### src/rtl/tlru_ram.sv
module tlru_ram #(
    parameter int DEPTH = 256,
    parameter int WIDTH = 8
) (
    input  logic                     aclk,
    input  logic                     we,
    input  logic [$clog2(DEPTH)-1:0] waddr,
    input  logic [WIDTH-1:0]         wdata,
    input  logic                     re,
    input  logic [$clog2(DEPTH)-1:0] raddr,
    output logic [WIDTH-1:0]         rdata
);

    logic [WIDTH-1:0] mem [DEPTH];
    logic [WIDTH-1:0] rdata_reg;

    always_ff @(posedge aclk) begin
        if (we) begin
            mem[waddr] <= wdata;
        end
        if (re) begin
            rdata_reg <= mem[raddr];
        end
    end

    assign rdata = rdata_reg;

endmodule

### config.mk
export PLATFORM = sky130hd
export DESIGN_NAME = tlru_ram
export DESIGN_NICKNAME = d
export VERILOG_FILES = /design/src/rtl/tlru_ram.sv
export SDC_FILE = /design/constraint.sdc
export NUM_CORES = 2
export LEC_CHECK = 0
export ABC_AREA = 1
export BUFFER_PORTS_ARGS = -buffer_cell sky130_fd_sc_hd__buf_2
export CAP_MARGIN = 30
export CORE_MARGIN = 1
export CORE_UTILIZATION = 40
export DETAILED_ROUTE_END_ITERATION = 10
export SLEW_MARGIN = 25
export SYNTH_ARGS = -nofsm -noshare
export SYNTH_HDL_FRONTEND = slang
export SYNTH_SLANG_ARGS = --single-unit
### constraint.sdc
create_clock -name aclk -period 1.9 [get_ports aclk]
set_input_delay 0.095 -clock aclk [delete_from_list [all_inputs] [get_ports aclk]]
set_output_delay 0.095 -clock aclk [all_outputs]
set_load 0.05 [all_outputs]
==> impl_metrics.py <==
metrics = {
    "power_and_ir_drop": {
        "p_total_uw": 96600,
        "vdd_drop_max_mv": 0.833,
        "p_per_area_mw_per_mm2": 972,
        "power_leakage_uw": 0.0355,
    },
    "layout": {
        "drive_gt1_share_pct": 14.1,
        "final_cell_mix": "nand2_1 (2114), edfxtp_1 (2056), nand3_1 (1976)",
        "largest_reg_flops": 2048,
        "synthToLayoutAreaGrowth_pct": 19.0,
        "fin_area_mm2": 0.0993,
        "instances_no_fill": 10500,
        "layout_commonest_cell": "nand2_1",
        "finalNetCount": 7523,
    },
    "synth": {
        "syn_avg_cell_area_um2": 11.9,
        "synth_cells": 7003,
        "yosys_warnings": 0,
        "yosysSeqAreaShare_pct": 74.0,
        "syn_nets": 7030,
        "ys_top_cells_by_area": "edfxtp_1 (74%), nand3_1 (12%), nand2_1 (9.5%)",
        "ys_ff_latch": 2056,
        "yosys.area.top_type": "edfxtp_1",
        "synth.distinct_cells": 13,
        "synth_area_mm2": 0.0835,
        "synth_top_area_share_pct": 74.0,
    },
    "worst_hold_path": {
        "whs_path_depth": 3,
        "hold_end": "mem[27][5]$_DFFE_PP_",
        "hp-class": "primary input to register",
        "min-delay-start": "we",
    },
    "setup_path": {
        "cp_slowest_stage_delay_ns": 0.36,
        "critPathArrivalTime_ns": 2.46,
        "critPathRequiredTime_ns": 2.49,
        "crit_fanout": 1,
        "end_kind": "register",
        "critical-path-slowest-cell": "edfxtp_1",
        "cp-start-kind": "register",
        "cp_cell_sequence": "nand2_1 -> nand3_1 -> nand3_1 -> nand3_1 -> nand3_1 -> nand3_1 -> nand3_1 -> nand2_1 -> nand2_1 -> nand2_1",
        "r2r_slack_ns": 0.02,
        "worstSetupPathType": "register to register",
        "rr_worst_depth": 10,
        "cp_common_cell": "nand3_1",
        "r2r-end": "rdata[4]$_DFFE_PP_",
        "reg2reg_from": "mem[121][4]$_DFFE_PP_",
    },
    "drt": {
        "vias": 56600,
        "ant_nets": 0,
        "avgRoutedWirePerCell_um": 22.9,
        "drc": 0,
        "wirelength_um": 240000,
        "drt_iter0_markers": 6666,
        "dr.pass1.iters": 6,
        "via_per_inst": 5.42,
    },
    "place": {
        "placed_cell_area_mm2": 0.0924,
        "portBuffers": 34,
        "pre_cts_slack_ns": -0.830,
        "gp_congestion": 0.881,
        "dp.cells": 10100,
        "hpwl_um": 150000,
    },
    "die": {
        "die_h_um": 459,
        "boundaryPins": 35,
        "fp.dieW_um": 459,
        "rows": 167,
        "core-area_mm2": 0.207,
        "start_util_pct": 40.3,
        "die-area_mm2": 0.211,
    },
    "sta": {
        "drv_slew": 0,
        "setup_violations": 0,
        "finalCritPeriodShare_pct": 98.8,
        "setup_slack_ns": 0.0232,
        "worst_clock_skew_ns": 0.0361,
        "slew_headroom_pct": 51.7,
        "worst_pin_slew_ns": 0.725,
        "rsz0062_at_grt": "no",
        "finalCriticalPeriod_ns": 1.88,
        "clock.fmax_ghz": 0.533,
        "holdWs_ns": 0.109,
        "timing.final.hold_violations": 0,
    },
    "outcome": {
        "status": "complete, no violations",
    },
    "clock_network": {
        "root_buffer": "clkbuf_16",
        "clk_pin_slew_ns": 0.06,
        "cts_max_path_buffers": 3,
        "cts_sinks": 2056,
        "clkLatencyLatePin_ns": 0.86,
        "h-tree-depth": 4,
        "cts_tree": "built",
        "post_cts_buffers": 0,
        "numCtsBuffers": 206,
    },
    "global_route": {
        "antenna_found_initial": 9,
        "grt_pass1_vias": 54800,
        "grt_usage_pct": 22.6,
        "grt_overflow": 0,
        "grt_pass1_wl_um": 355000,
        "grt_max_degree": 85,
    },
    "flow_run": {
        "cap_violations": 0,
    },
}
[cell families after synthesis]
family	share of synthesized area, %
simple gates	22.9
flops	74.0
buf+inv	3.12
[metrics by stage]
stage / util, % / TNS [ns]
2_1_floorplan: - / 0
3_3_place_gp: 44.6 / -4.72
3_5_place_dp: 44.6 / -4.83
4_1_cts: 47.8 / 0
5_1_grt: 47.9 / 0
6_report: 47.9 / 0
[cell usage after synthesis (all sizes together)]
cell type	instances
nand2	2123
nor2	283
edfxtp	2056
buf	371
nand3	2019
clkbuf	112
inv	39
[worst max path at each step]
stage / startpoint / to / slack, ns / depth (start not counted)
floorplan: we / mem[162][0]$_DFFE_PP_ / 0.31 / 4
global placement: raddr[0] / rdata[4]$_DFFE_PP_ / -0.78 / 15
detailed placement: raddr[0] / rdata[4]$_DFFE_PP_ / -0.83 / 15
CTS: mem[103][0]$_DFFE_PP_ / rdata[0]$_DFFE_PP_ / 0.001 / 10
global route: mem[254][4]$_DFFE_PP_ / rdata[4]$_DFFE_PP_ / 0.0002 / 11
finish: mem[121][4]$_DFFE_PP_ / rdata[4]$_DFFE_PP_ / 0.02 / 10
[per-layer routing]
metal	part of all wire (%)	track usage (%)
met1	41	30.7
met2	47	36.2
met3	7.6	3.65
met4	4.0	8.83
met5	0.0054	0
[layout make-up]
class                           instances  area, um2
Clock inverter                        119       1130
Sequential cell                      2056      61700
Tap cell                             2788       3490
Clock buffer                          260       5440
Timing Repair Buffer                  768       7940
Inverter                               39        180
Antenna cell                            3       7.51
Fill cell                           18300     108000
Multi-Input combinational cell       4425      19400
[what timing repair did]
| item | 4_1_cts | 5_1_grt |
|---|---|---|
| pin swaps | 0 | 2 |
| hold buffers | 10 | 0 |
| endpoints found under the hold margin | 2007 | 0 |
| gates resized for setup | 22 | 32 |
| setup endpoints to repair | 8 | 8 |
[where the power goes]
part / switching (uW) / leakage, uW / internal [uW]
Clock: 17300 / 0.00318 / 22400
Combinational: 4690 / 0.0138 / 2140
Sequential: 39.7 / 0.0185 / 50000
[critical path, delay by kind of cell, from the launching register on]
kind / cells / cell delay, ns
flip-flops: 1 / 0.36
AND/OR/NAND/NOR: 10 / 1.28
(Power assumes the default switching activity.)
