`config.mk`:
```
export PLATFORM = sky130hd
export DESIGN_NAME = tlru_ctrl
export DESIGN_NICKNAME = d
export VERILOG_FILES = /design/src/rtl/tlru_pkg.sv /design/src/rtl/tlru_ctrl.sv
export SDC_FILE = /design/constraint.sdc
export NUM_CORES = 1
export LEC_CHECK = 0
export BUFFER_PORTS_ARGS = -buffer_cell sky130_fd_sc_hd__clkbuf_2
export CELL_PAD_IN_SITES_DETAIL_PLACEMENT = 1
export CELL_PAD_IN_SITES_GLOBAL_PLACEMENT = 2
export CORE_MARGIN = 5
export CORE_UTILIZATION = 32
export CTS_BUF_LIST = sky130_fd_sc_hd__clkbuf_16
export DETAILED_ROUTE_END_ITERATION = 16
export GPL_TIMING_DRIVEN = 0
export PLACE_DENSITY_LB_ADDON = 0.25
export SLEW_MARGIN = 10
export SYNTH_ARGS = -nofsm -noshare
export SYNTH_HDL_FRONTEND = slang
export SYNTH_SLANG_ARGS = --single-unit
```
`constraint.sdc`:
```
create_clock -name aclk -period 5.1 [get_ports aclk]
set_input_delay 0.255 -clock aclk [delete_from_list [all_inputs] [get_ports aclk]]
set_output_delay 0.255 -clock aclk [all_outputs]
set_load 0.005 [all_outputs]
```
`src/rtl/tlru_pkg.sv`:
```
package tlru_pkg;

    localparam int ENTRIES      = 256;
    localparam int IDX_W        = $clog2(ENTRIES);
    localparam int CNT_W        = $clog2(ENTRIES + 1);
    localparam int PAYLOAD_BITS = 32;
    localparam int STAMP_BITS   = 32;

    localparam logic [1:0] CMD_APPEND = 2'd0;
    localparam logic [1:0] CMD_DELETE = 2'd1;
    localparam logic [1:0] CMD_MOVE   = 2'd2;
    localparam logic [1:0] CMD_PEEK   = 2'd3;

    localparam logic [1:0] STATUS_OK     = 2'd0;
    localparam logic [1:0] STATUS_FULL   = 2'd1;
    localparam logic [1:0] STATUS_EMPTY  = 2'd2;
    localparam logic [1:0] STATUS_NO_USE = 2'd3;

    typedef struct packed {
        logic [1:0]              cmd;
        logic [IDX_W-1:0]        node_index;
        logic [PAYLOAD_BITS-1:0] payload_in;
        logic [STAMP_BITS-1:0]   now_time;
    } in_t;

    typedef struct packed {
        logic [1:0]              status;
        logic [IDX_W-1:0]        entry_index;
        logic                    head_valid;
        logic [IDX_W-1:0]        head_index;
        logic [PAYLOAD_BITS-1:0] head_payload;
        logic [STAMP_BITS-1:0]   head_stamp;
        logic [CNT_W-1:0]        entry_count;
    } out_t;

    // one link memory port: one write and one read per cycle
    typedef struct packed {
        logic             we;
        logic [IDX_W-1:0] waddr;
        logic [IDX_W-1:0] wdata;
        logic             re;
        logic [IDX_W-1:0] raddr;
    } link_port_t;

    // payload and stamp memories share addresses
    typedef struct packed {
        logic                    payload_we;
        logic                    stamp_we;
        logic [IDX_W-1:0]        waddr;
        logic [PAYLOAD_BITS-1:0] payload;
        logic [STAMP_BITS-1:0]   stamp;
        logic                    re;
        logic [IDX_W-1:0]        raddr;
    } data_port_t;

endpackage

```
`src/rtl/tlru_ctrl.sv`:
```
module tlru_ctrl (
    input  logic                              aclk,
    input  logic                              aresetn,
    input  logic                              s_valid,
    output logic                              s_ready,
    input  tlru_pkg::in_t                     s_data,
    output logic                              m_valid,
    input  logic                              m_ready,
    output tlru_pkg::out_t                    m_data,
    output tlru_pkg::link_port_t              next_port,
    output tlru_pkg::link_port_t              prev_port,
    output tlru_pkg::data_port_t              data_port,
    input  logic [tlru_pkg::IDX_W-1:0]        next_rdata,
    input  logic [tlru_pkg::IDX_W-1:0]        prev_rdata,
    input  logic [tlru_pkg::PAYLOAD_BITS-1:0] payload_rdata,
    input  logic [tlru_pkg::STAMP_BITS-1:0]   stamp_rdata
);

    typedef enum logic [4:0] {
        ST_IDLE  = 5'b00001,
        ST_EXEC  = 5'b00010,
        ST_MOVE2 = 5'b00100,
        ST_HEAD  = 5'b01000,
        ST_LOAD  = 5'b10000
    } state_t;

    state_t state_reg, state_next;

    tlru_pkg::in_t  item_reg, item_next;
    tlru_pkg::out_t m_data_reg, m_data_next;
    logic           m_valid_reg, m_valid_next;

    logic [1:0]                 status_reg, status_next;
    logic [tlru_pkg::IDX_W-1:0] entry_reg, entry_next;

    logic [tlru_pkg::IDX_W-1:0] head_reg, head_next;
    logic [tlru_pkg::IDX_W-1:0] tail_reg, tail_next;
    logic [tlru_pkg::IDX_W-1:0] free_head_reg, free_head_next;
    logic [tlru_pkg::CNT_W-1:0] used_reg, used_next;
    logic [tlru_pkg::CNT_W-1:0] free_count_reg, free_count_next;
    logic [tlru_pkg::CNT_W-1:0] fresh_reg, fresh_next;
    logic [tlru_pkg::ENTRIES-1:0] in_use_reg, in_use_next;

    logic                       use_free;
    logic [tlru_pkg::IDX_W-1:0] alloc_idx;
    logic [tlru_pkg::IDX_W-1:0] node;

    assign use_free  = (free_count_reg != '0);
    assign alloc_idx = use_free ? free_head_reg : fresh_reg[tlru_pkg::IDX_W-1:0];
    assign node      = item_reg.node_index;

    assign s_ready = (state_reg == ST_IDLE);
    assign m_valid = m_valid_reg;
    assign m_data  = m_data_reg;

    always_comb begin
        state_next      = state_reg;
        item_next       = item_reg;
        m_data_next     = m_data_reg;
        m_valid_next    = m_valid_reg;
        status_next     = status_reg;
        entry_next      = entry_reg;
        head_next       = head_reg;
        tail_next       = tail_reg;
        free_head_next  = free_head_reg;
        used_next       = used_reg;
        free_count_next = free_count_reg;
        fresh_next      = fresh_reg;
        in_use_next     = in_use_reg;
        next_port       = '0;
        prev_port       = '0;
        data_port       = '0;

        if (m_valid_reg && m_ready) begin
            m_valid_next = 1'b0;
        end

        case (state_reg)
            ST_IDLE: begin
                if (s_valid) begin
                    item_next = s_data;
                    // fetch the link word the command will need
                    next_port.re = 1'b1;
                    case (s_data.cmd)
                        tlru_pkg::CMD_DELETE: next_port.raddr = head_reg;
                        tlru_pkg::CMD_MOVE:   next_port.raddr = s_data.node_index;
                        default:              next_port.raddr = free_head_reg;
                    endcase
                    prev_port.re    = 1'b1;
                    prev_port.raddr = s_data.node_index;
                    state_next      = ST_EXEC;
                end
            end

            ST_EXEC: begin
                state_next  = ST_HEAD;
                status_next = tlru_pkg::STATUS_OK;
                entry_next  = '0;
                case (item_reg.cmd)
                    tlru_pkg::CMD_APPEND: begin
                        if (used_reg == tlru_pkg::CNT_W'(tlru_pkg::ENTRIES)) begin
                            status_next = tlru_pkg::STATUS_FULL;
                        end else begin
                            if (use_free) begin
                                free_head_next  = next_rdata;
                                free_count_next = free_count_reg - 1'b1;
                            end else begin
                                fresh_next = fresh_reg + 1'b1;
                            end
                            data_port.payload_we = 1'b1;
                            data_port.stamp_we   = 1'b1;
                            data_port.waddr      = alloc_idx;
                            data_port.payload    = item_reg.payload_in;
                            data_port.stamp      = item_reg.now_time;
                            in_use_next[alloc_idx] = 1'b1;
                            if (used_reg == '0) begin
                                head_next = alloc_idx;
                            end else begin
                                next_port.we    = 1'b1;
                                next_port.waddr = tail_reg;
                                next_port.wdata = alloc_idx;
                                prev_port.we    = 1'b1;
                                prev_port.waddr = alloc_idx;
                                prev_port.wdata = tail_reg;
                            end
                            tail_next  = alloc_idx;
                            used_next  = used_reg + 1'b1;
                            entry_next = alloc_idx;
                        end
                    end

                    tlru_pkg::CMD_DELETE: begin
                        if (used_reg == '0) begin
                            status_next = tlru_pkg::STATUS_EMPTY;
                        end else begin
                            in_use_next[head_reg] = 1'b0;
                            used_next = used_reg - 1'b1;
                            if (used_reg > tlru_pkg::CNT_W'(1)) begin
                                head_next = next_rdata;
                            end
                            // push the old head onto the free stack
                            next_port.we    = 1'b1;
                            next_port.waddr = head_reg;
                            next_port.wdata = free_head_reg;
                            free_head_next  = head_reg;
                            free_count_next = free_count_reg + 1'b1;
                            entry_next      = head_reg;
                        end
                    end

                    tlru_pkg::CMD_MOVE: begin
                        entry_next = node;
                        if (!in_use_reg[node]) begin
                            status_next = tlru_pkg::STATUS_NO_USE;
                        end else begin
                            data_port.stamp_we = 1'b1;
                            data_port.waddr    = node;
                            data_port.stamp    = item_reg.now_time;
                            if (node != tail_reg) begin
                                if (node == head_reg) begin
                                    head_next       = next_rdata;
                                    next_port.we    = 1'b1;
                                    next_port.waddr = tail_reg;
                                    next_port.wdata = node;
                                    prev_port.we    = 1'b1;
                                    prev_port.waddr = node;
                                    prev_port.wdata = tail_reg;
                                    tail_next       = node;
                                end else begin
                                    // unlink from the middle, relink at tail next cycle
                                    next_port.we    = 1'b1;
                                    next_port.waddr = prev_rdata;
                                    next_port.wdata = next_rdata;
                                    prev_port.we    = 1'b1;
                                    prev_port.waddr = next_rdata;
                                    prev_port.wdata = prev_rdata;
                                    state_next      = ST_MOVE2;
                                end
                            end
                        end
                    end

                    default: begin
                        if (used_reg == '0) begin
                            status_next = tlru_pkg::STATUS_EMPTY;
                        end else begin
                            entry_next = head_reg;
                        end
                    end
                endcase
            end

            ST_MOVE2: begin
                next_port.we    = 1'b1;
                next_port.waddr = tail_reg;
                next_port.wdata = node;
                prev_port.we    = 1'b1;
                prev_port.waddr = node;
                prev_port.wdata = tail_reg;
                tail_next       = node;
                state_next      = ST_HEAD;
            end

            ST_HEAD: begin
                data_port.re    = 1'b1;
                data_port.raddr = head_reg;
                state_next      = ST_LOAD;
            end

            ST_LOAD: begin
                // hold the head read data until the output register frees up
                if (!m_valid_reg || m_ready) begin
                    m_valid_next             = 1'b1;
                    m_data_next.status       = status_reg;
                    m_data_next.entry_index  = entry_reg;
                    m_data_next.entry_count  = used_reg;
                    if (used_reg != '0) begin
                        m_data_next.head_valid   = 1'b1;
                        m_data_next.head_index   = head_reg;
                        m_data_next.head_payload = payload_rdata;
                        m_data_next.head_stamp   = stamp_rdata;
                    end else begin
                        m_data_next.head_valid   = 1'b0;
                        m_data_next.head_index   = '0;
                        m_data_next.head_payload = '0;
                        m_data_next.head_stamp   = '0;
                    end
                    state_next = ST_IDLE;
                end
            end

            default: begin
                state_next = ST_IDLE;
            end
        endcase
    end

    always_ff @(posedge aclk) begin
        if (!aresetn) begin
            state_reg      <= ST_IDLE;
            m_valid_reg    <= 1'b0;
            head_reg       <= '0;
            tail_reg       <= '0;
            free_head_reg  <= '0;
            used_reg       <= '0;
            free_count_reg <= '0;
            fresh_reg      <= '0;
            in_use_reg     <= '0;
        end else begin
            state_reg      <= state_next;
            m_valid_reg    <= m_valid_next;
            head_reg       <= head_next;
            tail_reg       <= tail_next;
            free_head_reg  <= free_head_next;
            used_reg       <= used_next;
            free_count_reg <= free_count_next;
            fresh_reg      <= fresh_next;
            in_use_reg     <= in_use_next;
        end
    end

    always_ff @(posedge aclk) begin
        item_reg   <= item_next;
        m_data_reg <= m_data_next;
        status_reg <= status_next;
        entry_reg  <= entry_next;
    end

endmodule

```
==> impl_metrics.yaml <==
layout:
  largest_register_ff_count: 256
  design_area_mm2: 0.0305
  nFillCells: 8531
  stdcell_count: 4119
  final_layout_size_suffix_gt1_frac: 0.197
  fin_nets: 3276
  layout_commonest_cell: "clkbuf_2"
  final_cell_mix: "clkbuf_2, o21ai_0, nand2_1"
  area_growth_pct: 27.9
cts:
  cts.clk_slew.worst_paths_ns: 0.06
  insertion_delay_ns: 0.64
  cts-buffers-inserted: 57
  cts-htree-levels: 2
  clock_path_buffers: 3
  cts_tree: "done"
  cts-root-buf: "clkbuf_16"
  cts.sinks: 488
floorplanning:
  dieArea_mm2: 0.0802
  start_util: 0.322
  rows: 100
  die_w_um: 283
  core_area_mm2: 0.0742
  die_h_um: 283
  ioPinCount: 387
drt:
  wl_per_cell_um: 29.4
  avgViaCountPerCell: 5.77
  wirelength_mm: 121
  via_count: 23787
  drc: 0
  drt-initial-drc-count: 2409
  first_pass_iters: 11
  antenna_left: 0
timing:
  drv_slew: 0
  tightest_slew_ns: 1.37
  finalCritPeriodShare: 0.989
  hold_viol: 0
  setup_viol: 0
  max_slew_margin: 0.0848
  rsz0062_at_grt: "no"
  fmax_mhz: 198
  skew_ns: 0.0225
  min_period_ns: 5.04
setup_path:
  start_kind: "register"
  cp-end-kind: "output pin"
  required_ns: 4.85
  path_max_fanout: 10
  worstSetupPathType: "register to output pin"
  arrival_ns: 4.79
yosys:
  yosysUniqueCellTypes: 69
  synth_fp_nets: 2671
  yosysSeqAreaShare: 0.483
  netlist_area_mm2: 0.0239
  yosys-top-cells-area: "dfxtp_1, edfxtp_1, o21ai_0"
  synth_top_area_cell: "dfxtp_1"
  async_flop_share: 0
  synth_top_area_share: 0.262
  synthFlopType: "dfxtp_1"
  synth_warnings: 0
  syn_avg_cell_area_um2: 9.57
  synthCells: 2494
  synth_seq_cells: 488
  synth_edf_count: 176
global_routing:
  grt.overflow.total: 0
  antenna_found_initial: 8
  grt_usage: 0.288
  grt_pass1_wl_mm: 172
  first_global_vias: 24309
  grt_max_degree: 60
placed_design:
  gp_congestion: 0.966
  place_area_mm2: 0.0273
  place.detailed.hpwl_mm: 87.3
  port_buffers: 385
  dp_cells: 3862
pwr:
  p_per_area_mw_per_mm2: 289
  power.total_w: 0.00883
  leakagePower_nw: 11.6
  ir_drop_mv: 0.310
run_status:
  run_status: "finished clean"
job:
  cap_violations: 0
min_path:
  min_path_type: "input pin to register"
-- worst max-delay path, cell delays in order (launching register included) --
cell	delay, ns
edfxtp_1	0.53
inv_1	0.13
ha_1	0.28
clkbuf_1	0.96
clkbuf_1	0.84
buf_1	0.72
nand2_1	0.22
a31oi_1	0.29
clkbuf_2	0.16
-- layout make-up --
class                   count  area (um^2)  area share
repair buffers            547         3580       0.117
clock buffers              57         1430      0.0467
flip-flops and latches    488        11500       0.378
well taps                 969         1210      0.0397
multi-input cells        1812        11600       0.381
inverters                  20         77.6     0.00254
diodes                      5         12.5    0.000410
plain buffers             173          779      0.0255
clock inverters            48          283     0.00926
-- metrics by stage --
stage / worst slack [ns] / TNS, ns / utilization / hold WS, ns
6_report: 0.0561 / 0 / 0.412 / 0.160
5_1_grt: 0.00930 / 0 / 0.411 / 0.133
4_1_cts: 0.00469 / 0 / 0.411 / 0.116
3_5_place_dp: -0.467 / -11.57 / 0.367 / 0.406
3_3_place_gp: -0.494 / -11.80 / 0.364 / 0.405
2_1_floorplan: 1.57 / 0 / - / 0.354
-- synth_stat cells (all sizes together), types with 4 or more instances --
master  instances
a211oi          8
a31oi          20
a21boi        179
a221o           8
a22o           10
o21ai         398
nor4            9
nand2         332
mux2           11
xnor2          16
edfxtp        176
nand2b          5
nor2           97
o22ai          10
and3           57
o21bai          6
xor2           19
buf            36
ha             18
or3            20
a222oi          8
a31o            8
inv            18
nand3          72
nor2b          17
a22oi          35
mux2i          60
a21oi          36
o31ai           4
mux4           53
clkbuf        138
o211a          10
dfxtp         312
nor3           24
nand4           8
and2          220
-- report_power, final --
part | internal (W) | switching (W) | total, W | leakage [nW]
clock network | 0.00212 | 0.00174 | 0.00386 | 0.905
logic | 0.000314 | 0.000528 | 0.000842 | 6.53
registers | 0.00410 | 0.0000314 | 0.00413 | 4.15
-- cell families after synthesis --
logic type | Yosys count | synth area share
and+or+nand+nor | 869 | 0.180
AOI/OAI and AO/OA | 765 | 0.199
DFF | 488 | 0.483
buffers and inverters | 194 | 0.0351
muxes | 124 | 0.0803
xor gates and xnor gates | 35 | 0.0128
adders and majority gates | 19 | 0.0103
-- repair_timing --
item / in CTS / in global routing
buffers inserted: 6 / 2
hold buffers: 140 / 0
resized for setup: 31 / 6
hold endpoints to repair: 140 / 0
pin swaps: 2 / 2
setup endpoints to repair: 74 / 47
-- per-layer routing --
metal / up-vias / global-route usage / wire length [um]
li1: 10217 / - / -
met1: 12033 / 0.367 / 48500
met2: 1211 / 0.476 / 56500
met3: 326 / 0.0542 / 9740
met4: 0 / 0.130 / 6530
met5: - / 0 / 0
-- path summary, 6_finish.rpt --
check	from	endpoint	slack (ns)	depth (start not counted)
max	item_reg[73]	next_port[25]	0.06	8
min	next_rdata[0]	free_head_reg[0]	0.16	4
max reg2reg	item_reg[73]	in_use_reg[161]	0.16	12
min reg2reg	entry_reg[2]	m_data[84]	0.42	0
Power figures use the tool's default switching activity.
